### config.mk
export PLATFORM = sky130hd
export DESIGN_NAME = sccb_register_master_flat
export DESIGN_NICKNAME = d
export VERILOG_FILES = /design/src/rtl/sccb_pkg.sv /design/src/rtl/sccb_req_if.sv /design/src/rtl/sccb_res_if.sv /design/src/rtl/sccb_seq.sv /design/src/rtl/sccb_res_reg.sv /design/src/rtl/sccb_register_master.sv /design/src/flat_wrapper.sv
export SDC_FILE = /design/constraint.sdc
export NUM_CORES = 1
export LEC_CHECK = 0
export BUFFER_PORTS_ARGS = -buffer_cell sky130_fd_sc_hd__buf_2
export CAP_MARGIN = 20
export CORE_MARGIN = 10
export CORE_UTILIZATION = 60
export DETAILED_ROUTE_END_ITERATION = 16
export PLACE_DENSITY = 0.82
export SYNTH_ARGS = -nofsm -noshare
export SYNTH_HDL_FRONTEND = slang
export SYNTH_SLANG_ARGS = --single-unit
### constraint.sdc
create_clock -name clk_i -period 6 [get_ports clk_i]
set_clock_uncertainty 0.15 [all_clocks]
set_input_delay 0.3 -clock clk_i [delete_from_list [all_inputs] [get_ports clk_i]]
set_output_delay 0.3 -clock clk_i [all_outputs]
set_load 0.1 [all_outputs]
### src/rtl/sccb_pkg.sv
// Shared types and constants for the SCCB register master.
package sccb_pkg;

  localparam int unsigned TicksWidth = 16;
  localparam logic [TicksWidth-1:0] TicksReset = 16'd100;

  localparam logic [1:0] CMD_WRITE = 2'd1;
  localparam logic [1:0] CMD_READ  = 2'd2;

  localparam logic [7:0] READ_BIT_MASK = 8'h01;
  localparam logic [7:0] MSB_MASK      = 8'h80;

  typedef struct packed {
    logic [1:0] command;
    logic [7:0] device_id;
    logic [7:0] register_address;
    logic [7:0] write_data;
    logic       sda_level;
  } req_t;

  typedef struct packed {
    logic       scl;
    logic       sda_out;
    logic       sda_drive;
    logic       busy_res;
    logic       done_res;
    logic [7:0] read_data;
    logic       dont_care_error;
    logic       na_error;
  } res_t;

endpackage

### src/rtl/sccb_req_if.sv
// Request channel: one beat is one bus tick with an optional new request.
interface sccb_req_if;
  logic       valid;
  logic       ready;
  logic [1:0] command;
  logic [7:0] device_id;
  logic [7:0] register_address;
  logic [7:0] write_data;
  logic       sda_level;

  modport source (
    output valid, command, device_id, register_address, write_data, sda_level,
    input  ready
  );
  modport sink (
    input  valid, command, device_id, register_address, write_data, sda_level,
    output ready
  );
endinterface

### src/rtl/sccb_res_if.sv
// Result channel: one beat carries the bus line levels and status of one tick.
interface sccb_res_if;
  logic       valid;
  logic       ready;
  logic       scl;
  logic       sda_out;
  logic       sda_drive;
  logic       busy_res;
  logic       done_res;
  logic [7:0] read_data;
  logic       dont_care_error;
  logic       na_error;

  modport source (
    output valid, scl, sda_out, sda_drive, busy_res, done_res, read_data,
           dont_care_error, na_error,
    input  ready
  );
  modport sink (
    input  valid, scl, sda_out, sda_drive, busy_res, done_res, read_data,
           dont_care_error, na_error,
    output ready
  );
endinterface

### src/rtl/sccb_seq.sv
// Bus phase sequencer: advances the SCCB transaction by one tick per step.
module sccb_seq #(
  parameter int unsigned DELAY_WIDTH = 16
) (
  input  logic                                clk_i,
  input  logic                                rst_ni,
  input  logic                                step_i,
  input  sccb_pkg::req_t                      req_i,
  input  logic [sccb_pkg::TicksWidth-1:0]     ticks_i,
  output sccb_pkg::res_t                      res_o
);
  import sccb_pkg::*;

  typedef enum logic [4:0] {
    PH_IDLE = 5'd0,
    PH_ST0  = 5'd1,
    PH_ST1  = 5'd2,
    PH_ST2  = 5'd3,
    PH_WB0  = 5'd4,
    PH_WB1  = 5'd5,
    PH_WB2  = 5'd6,
    PH_WA0  = 5'd7,
    PH_WA1  = 5'd8,
    PH_WA2  = 5'd9,
    PH_RB0  = 5'd10,
    PH_RB1  = 5'd11,
    PH_RB2  = 5'd12,
    PH_RN0  = 5'd13,
    PH_RN1  = 5'd14,
    PH_RN2  = 5'd15,
    PH_SP0  = 5'd16,
    PH_SP1  = 5'd17,
    PH_SP2  = 5'd18
  } phase_e;

  localparam logic [32:0] DelayMax = (33'd1 << DELAY_WIDTH) - 33'd1;

  phase_e                 phase_q, phase_d;
  logic [DELAY_WIDTH-1:0] count_q, count_d;
  logic [3:0]             bit_q, bit_d;
  logic [2:0]             byte_q, byte_d;
  logic                   is_read_q, is_read_d;
  logic [7:0]             shift_q, shift_d;
  logic [7:0]             id_q, id_d;
  logic [7:0]             addr_q, addr_d;
  logic [7:0]             data_q, data_d;
  logic [7:0]             recv_q, recv_d;
  logic [1:0]             err_q, err_d;

  logic [32:0] dly_eff;
  logic [32:0] count_inc;

  // Byte that goes out in the current write slot.
  function automatic logic [7:0] slot_byte(input logic [2:0] idx, input logic rd,
                                            input logic [7:0] id, input logic [7:0] addr,
                                            input logic [7:0] data);
    logic [7:0] b;
    if (idx == 3'd0) begin
      b = id;
    end else if (idx == 3'd1) begin
      b = addr;
    end else if (rd) begin
      b = id | READ_BIT_MASK;
    end else begin
      b = data;
    end
    return b;
  endfunction

  always_comb begin
    if (ticks_i == '0) begin
      dly_eff = 33'd1;
    end else if (33'(ticks_i) > DelayMax) begin
      dly_eff = DelayMax;
    end else begin
      dly_eff = 33'(ticks_i);
    end
  end

  always_comb begin
    phase_d   = phase_q;
    count_d   = count_q;
    bit_d     = bit_q;
    byte_d    = byte_q;
    is_read_d = is_read_q;
    shift_d   = shift_q;
    id_d      = id_q;
    addr_d    = addr_q;
    data_d    = data_q;
    recv_d    = recv_q;
    err_d     = err_q;
    count_inc = '0;

    res_o.scl       = 1'b1;
    res_o.sda_out   = 1'b1;
    res_o.sda_drive = 1'b1;
    res_o.busy_res  = 1'b0;
    res_o.done_res  = 1'b0;

    if (step_i) begin
      if (phase_q == PH_IDLE &&
          (req_i.command == CMD_WRITE || req_i.command == CMD_READ)) begin
        id_d      = req_i.device_id;
        addr_d    = req_i.register_address;
        data_d    = req_i.write_data;
        is_read_d = (req_i.command == CMD_READ);
        err_d     = '0;
        byte_d    = '0;
        bit_d     = '0;
        count_d   = '0;
        phase_d   = PH_ST0;
      end

      if (phase_d != PH_IDLE) begin
        res_o.busy_res = 1'b1;
        case (phase_d)
          PH_ST0: begin
            res_o.scl = 1'b1; res_o.sda_out = 1'b1;
          end
          PH_ST1, PH_SP1: begin
            res_o.scl = 1'b1; res_o.sda_out = 1'b0;
          end
          PH_ST2, PH_SP0: begin
            res_o.scl = 1'b0; res_o.sda_out = 1'b0;
          end
          PH_WB0, PH_WB2: begin
            res_o.scl = 1'b0; res_o.sda_out = |(shift_d & MSB_MASK);
          end
          PH_WB1: begin
            res_o.scl = 1'b1; res_o.sda_out = |(shift_d & MSB_MASK);
          end
          PH_WA1, PH_RB1, PH_RN1: begin
            res_o.scl = 1'b1; res_o.sda_drive = 1'b0;
          end
          PH_WA0, PH_WA2, PH_RB0, PH_RB2, PH_RN0, PH_RN2: begin
            res_o.scl = 1'b0; res_o.sda_drive = 1'b0;
          end
          default: begin
            res_o.scl = 1'b1; res_o.sda_out = 1'b1;
          end
        endcase

        // Samples are taken on the first tick of a clock-high segment.
        if (count_d == '0) begin
          if (phase_d == PH_WA1 && req_i.sda_level) err_d[0] = 1'b1;
          if (phase_d == PH_RB1) shift_d = {shift_d[6:0], req_i.sda_level};
          if (phase_d == PH_RN1 && !req_i.sda_level) err_d[1] = 1'b1;
        end

        count_inc = 33'(count_d) + 33'd1;
        if (count_inc >= dly_eff) begin
          count_d = '0;
          case (phase_d)
            PH_ST0: phase_d = PH_ST1;
            PH_ST1: phase_d = PH_ST2;
            PH_ST2: begin
              shift_d = slot_byte(byte_d, is_read_d, id_d, addr_d, data_d);
              bit_d   = '0;
              phase_d = PH_WB0;
            end
            PH_WB0: phase_d = PH_WB1;
            PH_WB1: phase_d = PH_WB2;
            PH_WB2: begin
              shift_d = {shift_d[6:0], 1'b0};
              bit_d   = bit_d + 4'd1;
              phase_d = (bit_d >= 4'd8) ? PH_WA0 : PH_WB0;
            end
            PH_WA0: phase_d = PH_WA1;
            PH_WA1: phase_d = PH_WA2;
            PH_WA2: begin
              byte_d = byte_d + 3'd1;
              if (!is_read_d) begin
                if (byte_d >= 3'd3) begin
                  phase_d = PH_SP0;
                end else begin
                  shift_d = slot_byte(byte_d, is_read_d, id_d, addr_d, data_d);
                  bit_d   = '0;
                  phase_d = PH_WB0;
                end
              end else if (byte_d == 3'd1) begin
                shift_d = slot_byte(byte_d, is_read_d, id_d, addr_d, data_d);
                bit_d   = '0;
                phase_d = PH_WB0;
              end else if (byte_d == 3'd2) begin
                phase_d = PH_SP0;
              end else begin
                shift_d = '0;
                bit_d   = '0;
                phase_d = PH_RB0;
              end
            end
            PH_RB0: phase_d = PH_RB1;
            PH_RB1: phase_d = PH_RB2;
            PH_RB2: begin
              bit_d   = bit_d + 4'd1;
              phase_d = (bit_d >= 4'd8) ? PH_RN0 : PH_RB0;
            end
            PH_RN0: phase_d = PH_RN1;
            PH_RN1: phase_d = PH_RN2;
            PH_RN2: begin
              byte_d  = 3'd4;
              phase_d = PH_SP0;
            end
            PH_SP0: phase_d = PH_SP1;
            PH_SP1: phase_d = PH_SP2;
            PH_SP2: begin
              // The stop after the address phase of a read leads to a repeated start.
              if (is_read_d && byte_d == 3'd2) begin
                phase_d = PH_ST0;
              end else begin
                if (is_read_d) recv_d = shift_d;
                phase_d        = PH_IDLE;
                res_o.done_res = 1'b1;
              end
            end
            default: begin
              phase_d        = PH_IDLE;
              res_o.done_res = 1'b1;
            end
          endcase
        end else begin
          count_d = count_inc[DELAY_WIDTH-1:0];
        end
      end
    end

    res_o.read_data       = recv_d;
    res_o.dont_care_error = err_d[0];
    res_o.na_error        = err_d[1];
  end

  always_ff @(posedge clk_i or negedge rst_ni) begin
    if (!rst_ni) begin
      phase_q   <= PH_IDLE;
      count_q   <= '0;
      bit_q     <= '0;
      byte_q    <= '0;
      is_read_q <= 1'b0;
      shift_q   <= '0;
      id_q      <= '0;
      addr_q    <= '0;
      data_q    <= '0;
      recv_q    <= '0;
      err_q     <= '0;
    end else begin
      phase_q   <= phase_d;
      count_q   <= count_d;
      bit_q     <= bit_d;
      byte_q    <= byte_d;
      is_read_q <= is_read_d;
      shift_q   <= shift_d;
      id_q      <= id_d;
      addr_q    <= addr_d;
      data_q    <= data_d;
      recv_q    <= recv_d;
      err_q     <= err_d;
    end
  end

endmodule

### src/rtl/sccb_res_reg.sv
// Result register: holds one finished beat while the sink stalls.
module sccb_res_reg (
  input  logic           clk_i,
  input  logic           rst_ni,
  input  logic           load_i,
  input  sccb_pkg::res_t data_i,
  output logic           load_ready_o,
  output logic           valid_o,
  input  logic           ready_i,
  output sccb_pkg::res_t data_o
);
  import sccb_pkg::*;

  logic valid_q, valid_d;
  res_t data_q, data_d;

  // A new beat may enter while the register is empty or when the held one leaves in the same cycle.
  assign load_ready_o = !valid_q || ready_i;

  always_comb begin
    valid_d = valid_q;
    data_d  = data_q;
    if (load_i) begin
      valid_d = 1'b1;
      data_d  = data_i;
    end else if (ready_i) begin
      valid_d = 1'b0;
    end
  end

  always_ff @(posedge clk_i or negedge rst_ni) begin
    if (!rst_ni) begin
      valid_q <= 1'b0;
    end else begin
      valid_q <= valid_d;
    end
  end

  always_ff @(posedge clk_i) begin
    data_q <= data_d;
  end

  assign valid_o = valid_q;
  assign data_o  = data_q;

endmodule

### src/rtl/sccb_register_master.sv
// SCCB register master: every request beat is one bus tick and yields exactly one
// result beat with the SCL/SDA levels, drive enable and status for that tick. A new
// beat is taken in every cycle while the result register is empty or being drained;
// each result appears in the cycle after its request, held in a single output register.
// A write or read request is started only while no transaction is in progress, and
// every bus segment lasts ticks_q beats (zero counts as one).
module sccb_register_master #(
  parameter int unsigned DELAY_WIDTH = 16
) (
  input  logic                            clk_i,
  input  logic                            rst_ni,
  input  logic                            cfg_we_i,
  input  logic [sccb_pkg::TicksWidth-1:0] cfg_wdata_i,
  sccb_req_if.sink                        req_i,
  sccb_res_if.source                      res_o
);
  import sccb_pkg::*;

  logic [TicksWidth-1:0] ticks_q;
  req_t                  req_beat;
  res_t                  step_res;
  res_t                  held_res;
  logic                  load_ready;
  logic                  step;

  always_ff @(posedge clk_i or negedge rst_ni) begin
    if (!rst_ni) begin
      ticks_q <= TicksReset;
    end else if (cfg_we_i) begin
      ticks_q <= cfg_wdata_i;
    end
  end

  assign req_beat = '{
    command:          req_i.command,
    device_id:        req_i.device_id,
    register_address: req_i.register_address,
    write_data:       req_i.write_data,
    sda_level:        req_i.sda_level
  };

  assign req_i.ready = load_ready;
  assign step        = req_i.valid && load_ready;

  sccb_seq #(
    .DELAY_WIDTH (DELAY_WIDTH)
  ) u_seq (
    .clk_i   (clk_i),
    .rst_ni  (rst_ni),
    .step_i  (step),
    .req_i   (req_beat),
    .ticks_i (ticks_q),
    .res_o   (step_res)
  );

  sccb_res_reg u_res_reg (
    .clk_i        (clk_i),
    .rst_ni       (rst_ni),
    .load_i       (step),
    .data_i       (step_res),
    .load_ready_o (load_ready),
    .valid_o      (res_o.valid),
    .ready_i      (res_o.ready),
    .data_o       (held_res)
  );

  assign res_o.scl             = held_res.scl;
  assign res_o.sda_out         = held_res.sda_out;
  assign res_o.sda_drive       = held_res.sda_drive;
  assign res_o.busy_res        = held_res.busy_res;
  assign res_o.done_res        = held_res.done_res;
  assign res_o.read_data       = held_res.read_data;
  assign res_o.dont_care_error = held_res.dont_care_error;
  assign res_o.na_error        = held_res.na_error;

  a_step_gives_result: assert property (@(posedge clk_i) disable iff (!rst_ni)
    step |=> res_o.valid)
    else $error("accepted request beat produced no result beat");

  a_done_in_busy: assert property (@(posedge clk_i) disable iff (!rst_ni)
    res_o.valid && res_o.done_res |-> res_o.busy_res)
    else $error("done pulse outside a transaction");

  a_idle_lines: assert property (@(posedge clk_i) disable iff (!rst_ni)
    res_o.valid && !res_o.busy_res |-> res_o.scl && res_o.sda_out && res_o.sda_drive)
    else $error("bus lines not released high while idle");

  a_released_reads_high: assert property (@(posedge clk_i) disable iff (!rst_ni)
    res_o.valid && !res_o.sda_drive |-> res_o.sda_out && res_o.busy_res)
    else $error("released data line reported low or outside a transaction");

endmodule
### src/flat_wrapper.sv
// flat-port wrapper written by rule: the top's interface ports become plain ports
module sccb_register_master_flat import sccb_pkg::*;
#(
  parameter int unsigned DELAY_WIDTH = 16
)
  (clk_i, rst_ni, cfg_we_i, cfg_wdata_i, req_i_valid, req_i_command, req_i_device_id, req_i_register_address, req_i_write_data, req_i_sda_level, req_i_ready, res_o_valid, res_o_scl, res_o_sda_out, res_o_sda_drive, res_o_busy_res, res_o_done_res, res_o_read_data, res_o_dont_care_error, res_o_na_error, res_o_ready);
  sccb_req_if req_i_i ();
  sccb_res_if res_o_i ();
  input  logic clk_i;
  input  logic rst_ni;
  input  logic cfg_we_i;
  input  logic [sccb_pkg::TicksWidth-1:0] cfg_wdata_i;
  input wire logic [$bits(req_i_i.valid)-1:0] req_i_valid;
  input wire logic [$bits(req_i_i.command)-1:0] req_i_command;
  input wire logic [$bits(req_i_i.device_id)-1:0] req_i_device_id;
  input wire logic [$bits(req_i_i.register_address)-1:0] req_i_register_address;
  input wire logic [$bits(req_i_i.write_data)-1:0] req_i_write_data;
  input wire logic [$bits(req_i_i.sda_level)-1:0] req_i_sda_level;
  output wire logic [$bits(req_i_i.ready)-1:0] req_i_ready;
  output wire logic [$bits(res_o_i.valid)-1:0] res_o_valid;
  output wire logic [$bits(res_o_i.scl)-1:0] res_o_scl;
  output wire logic [$bits(res_o_i.sda_out)-1:0] res_o_sda_out;
  output wire logic [$bits(res_o_i.sda_drive)-1:0] res_o_sda_drive;
  output wire logic [$bits(res_o_i.busy_res)-1:0] res_o_busy_res;
  output wire logic [$bits(res_o_i.done_res)-1:0] res_o_done_res;
  output wire logic [$bits(res_o_i.read_data)-1:0] res_o_read_data;
  output wire logic [$bits(res_o_i.dont_care_error)-1:0] res_o_dont_care_error;
  output wire logic [$bits(res_o_i.na_error)-1:0] res_o_na_error;
  input wire logic [$bits(res_o_i.ready)-1:0] res_o_ready;
  assign req_i_i.valid = req_i_valid;
  assign req_i_i.command = req_i_command;
  assign req_i_i.device_id = req_i_device_id;
  assign req_i_i.register_address = req_i_register_address;
  assign req_i_i.write_data = req_i_write_data;
  assign req_i_i.sda_level = req_i_sda_level;
  assign req_i_ready = req_i_i.ready;
  assign res_o_valid = res_o_i.valid;
  assign res_o_scl = res_o_i.scl;
  assign res_o_sda_out = res_o_i.sda_out;
  assign res_o_sda_drive = res_o_i.sda_drive;
  assign res_o_busy_res = res_o_i.busy_res;
  assign res_o_done_res = res_o_i.done_res;
  assign res_o_read_data = res_o_i.read_data;
  assign res_o_dont_care_error = res_o_i.dont_care_error;
  assign res_o_na_error = res_o_i.na_error;
  assign res_o_i.ready = res_o_ready;
  sccb_register_master #(.DELAY_WIDTH(DELAY_WIDTH)) u_core (.clk_i(clk_i), .rst_ni(rst_ni), .cfg_we_i(cfg_we_i), .cfg_wdata_i(cfg_wdata_i), .req_i(req_i_i), .res_o(res_o_i));
endmodule
==> key figures <==
Worst setup path
  • Worst Setup SP: req_i_command[0]
  • CP Launch Type: input port
  • R2R Path Start: u_core.u_seq.phase_q[0]
  • Worst EP arrival: 5370 ps
  • Critical path endpoint category: register
  • Worst-path cell with the longest stage delay: or3_1
  • CP peak stage delay: 550 ps
  • Worst-path cell chain: buf_2 > inv_1 > ha_1 > nor4_4 > nand2_1 > nand2_1 > inv_1 > ha_1 > and3_1 > and3_1 > and2_1 > nand4_1 > xor2_1 > ha_1 > and3_1 > a221oi_1 > nor2_1 > o31a_1 > or3_1 > buf_4 > nand2_1 > mux2_2
  • CP required: 6090 ps
  • Crit-path max FO: 28
  • Delay-heaviest family, CP: simple AND/OR/NAND/NOR gates
  • WS Path Type: input port to register
  • Crit path buf inv count: 4

Layout
  • # fillers: 898
  • Diode count: 0
  • P&R area growth vs syn: 10.9%
  • Final Core Density: 0.681
  • Final nets: 889
  • Fraction of layout cells with a size suffix above 1: 0.191

Clocking
  • Number of instances resized during post-cts repair: 0
  • Postcts setup bufs: 0
  • Worst-Skew Late Latency: 350 ps
  • Clock tree buffer depth: 2
  • CTS Buf Count: 9
  • CTS tree: done
  • CTS sink cnt: 103
  • CTS Hold Bufs: 9
  • H-tree lvl count: 3
  • Clk root buf: clkbuf_16
  • Worst-path clk slew: 70 ps

Placed design
  • GP Congestion: 0.964
  • Port buffer count: 64
  • HPWL after DPL: 14,800 um

Synth
  • Post-synth EDFFs: 15
  • Leading cell types by count after synthesis: nand2_1 (87), dfrtp_1 (85), nor2_1 (50)
  • Synth top area cells: dfrtp_1 (30%), edfxtp_1 (6.4%), mux2_2 (6.1%), nand2_1 (4.7%), ha_1 (4.6%)
  • Post-synth cell types: 77
  • Seq/Total Area, Yosys: 0.378
  • Yosys top cell by area: dfrtp_1
  • Ys async rst share: 0.854
  • Synth Register Bits: 103
  • Yosys warning total: 0
  • Syn avg cell area: 9.20 um2
  • Mapped Cells: 763
  • Share of the synthesized area in the top cell type: 0.303
  • Predominant post-synthesis flop cell: dfrtp_1
  • Post-Syn Nets: 837
  • Top-count cell post-synth: nand2_1
  • Synthesized cell area: 7020 um2

Timing
  • F_max: 0.190 GHz
  • Max Slew Vio Count: 0
  • Fin crit share: 0.879
  • Fin Hold WS: 10.5 ps
  • RSZ-0062 raised after global routing: false
  • Hold Fails Final Rpt: 0
  • Fin crit period: 5280 ps
  • Slew HR: 0.251
  • Setup TNS: 0 ps
  • Worst-Margin Slew: 1120 ps
  • Final setup fails: 0

Floorplanning
  • Total core area: 11,400 um2
  • Initial Util: 0.615
  • Die width: 128 um
  • Rows: 39
  • Chip height: 128 um
  • IO Count: 65
  • Die area: 16,400 um2

Drt
  • Via count: 6,498
  • Number of DRC markers in iteration 0: 889
  • Wire length per cell: 21.3 um
  • DR DRC count: 0
  • Drt via density: 6.75
  • TritonRoute pass-1 iters: 6
  • Final antenna-violating net count: 0
  • WL final: 20,500 um

Pwr
  • P per Cell Area: 231 nW/um2
  • Sequential Power Share: 0.453
  • Maximum VDD drop: 0.411 mV
  • Int Pwr: 1.19 mW
  • Sw Pwr: 606 uW
  • Logic pwr share: 0.242
  • Leak Pwr: 3.37 nW
  • Clock share of power: 0.305
  • Sw Ratio: 0.337

GRT
  • Initial antenna violation count: 0
  • Number of global-route vias before repair: 6,313
  • Grt ovf: 0
  • Largest net degree at the start of global routing: 59
  • First-pass GRT wire length: 33,200 um
  • Overall routing resource usage: 0.249

Status
  • Run status: completed

Min path
  • Min-delay src: cfg_wdata_i[10]
  • Worst min-delay path category: input port to register

Run
  • # Max-Cap Violations: 0
through the flow:
step	worst slack [ps]	power, mW	cell area, um2	cells
5_1_grt	505	1.88	7780	963
2_1_floorplan	834	1.12	7020	763
6_report	725	1.80	7780	963
3_3_place_gp	692	1.23	7420	938
4_1_cts	795	1.80	7780	963
3_5_place_dp	455	1.25	7420	938
registers in the layout, summed over array words and instances (netlist names), 8 cells and up:
| signal | flops |
|---|---|
| u_core.u_seq.addr_q | 8 |
| u_core.u_seq.count_q | 16 |
| u_core.u_seq.recv_q | 8 |
| u_core.ticks_q | 16 |
| u_core.u_res_reg.data_o | 15 |
| u_core.u_seq.data_q | 8 |
| u_core.u_seq.shift_q | 8 |
| u_core.u_seq.id_q | 8 |
cells by family after synthesis:
family          count (synthesis)  share of synthesized area
simple gates                  248                      0.172
compound gates                213                      0.208
flops                         103                      0.378
buf+inv                        83                     0.0528
mux                            71                      0.119
fa+ha+maj                      27                     0.0478
xor+xnor                       18                     0.0225
final timing paths:
| check | endpoint | slack, ps | depth (start not counted) |
|---|---|---|---|
| min in group asynchronous | u_core.u_seq.id_q[4] | 270 | 2 |
| max reg2reg | u_core.u_seq.phase_q[4] | 750 | 19 |
| min | u_core.ticks_q[10] | 10 | 3 |
| min reg2reg | u_core.u_seq.err_q[1] | 360 | 1 |
| max | u_core.u_seq.phase_q[4] | 720 | 22 |
| max in group asynchronous | u_core.u_seq.phase_q[0] | 4340 | 3 |
power groups by stage:
stage               Clock (mW)  Sequential, mW  Combinational, mW
floorplan                    0           0.855              0.260
global placement             0           0.824              0.411
detailed placement           0           0.826              0.424
CTS                      0.558           0.813              0.431
global route             0.583           0.822              0.478
finish                   0.548           0.814              0.434
layout make-up:
class	instances	area [um2]	share of cell area
inverter	31	116	0.0150
multi-input combinational	577	4000	0.514
clock buffer	10	229	0.0294
clock inverter	6	37.5	0.00482
tap	143	179	0.0230
timing repair buffer	93	563	0.0724
sequential	103	2660	0.341
per-layer routing:
metal  vias up  part of all wire  global-route usage
met5         -                 0                   0
met2       363              0.45               0.381
met1      3157              0.43               0.336
li1       2948                 -                   -
met4         0             0.015              0.0536
met3        30              0.10              0.0815
placed cells by master, fill, tap and decap left out, types with 5 or more instances in the layout:
| cell type | instances |
|---|---|
| a211o_1 | 5 |
| a211oi_1 | 6 |
| a21oi_1 | 37 |
| a221oi_1 | 5 |
| a22o_1 | 8 |
| a31oi_1 | 36 |
| a32oi_1 | 5 |
| and2_1 | 8 |
| and3_1 | 10 |
| buf_2 | 63 |
| buf_4 | 21 |
| clkbuf_16 | 9 |
| dfrtp_1 | 85 |
| dlygate4sd3_1 | 9 |
| edfxtp_1 | 15 |
| ha_1 | 26 |
| inv_1 | 27 |
| mux2_2 | 38 |
| mux2i_1 | 28 |
| nand2_1 | 87 |
| nand2b_1 | 11 |
| nand3_1 | 29 |
| nand4_1 | 7 |
| nor2_1 | 49 |
| nor3_1 | 14 |
| nor4_1 | 9 |
| o211ai_1 | 10 |
| o21ai_0 | 40 |
| o221ai_1 | 6 |
| o22ai_1 | 6 |
| o41ai_1 | 6 |
| xnor2_1 | 8 |
| xor2_1 | 10 |
tightest hold or removal path, delay by kind of cell:
kind                   cells  cell delay (ps)
and+or+nand+nor            1               40
AOI/OAI and AO/OA          1               60
buffers and inverters      1               70
(Power assumes the default switching activity.)
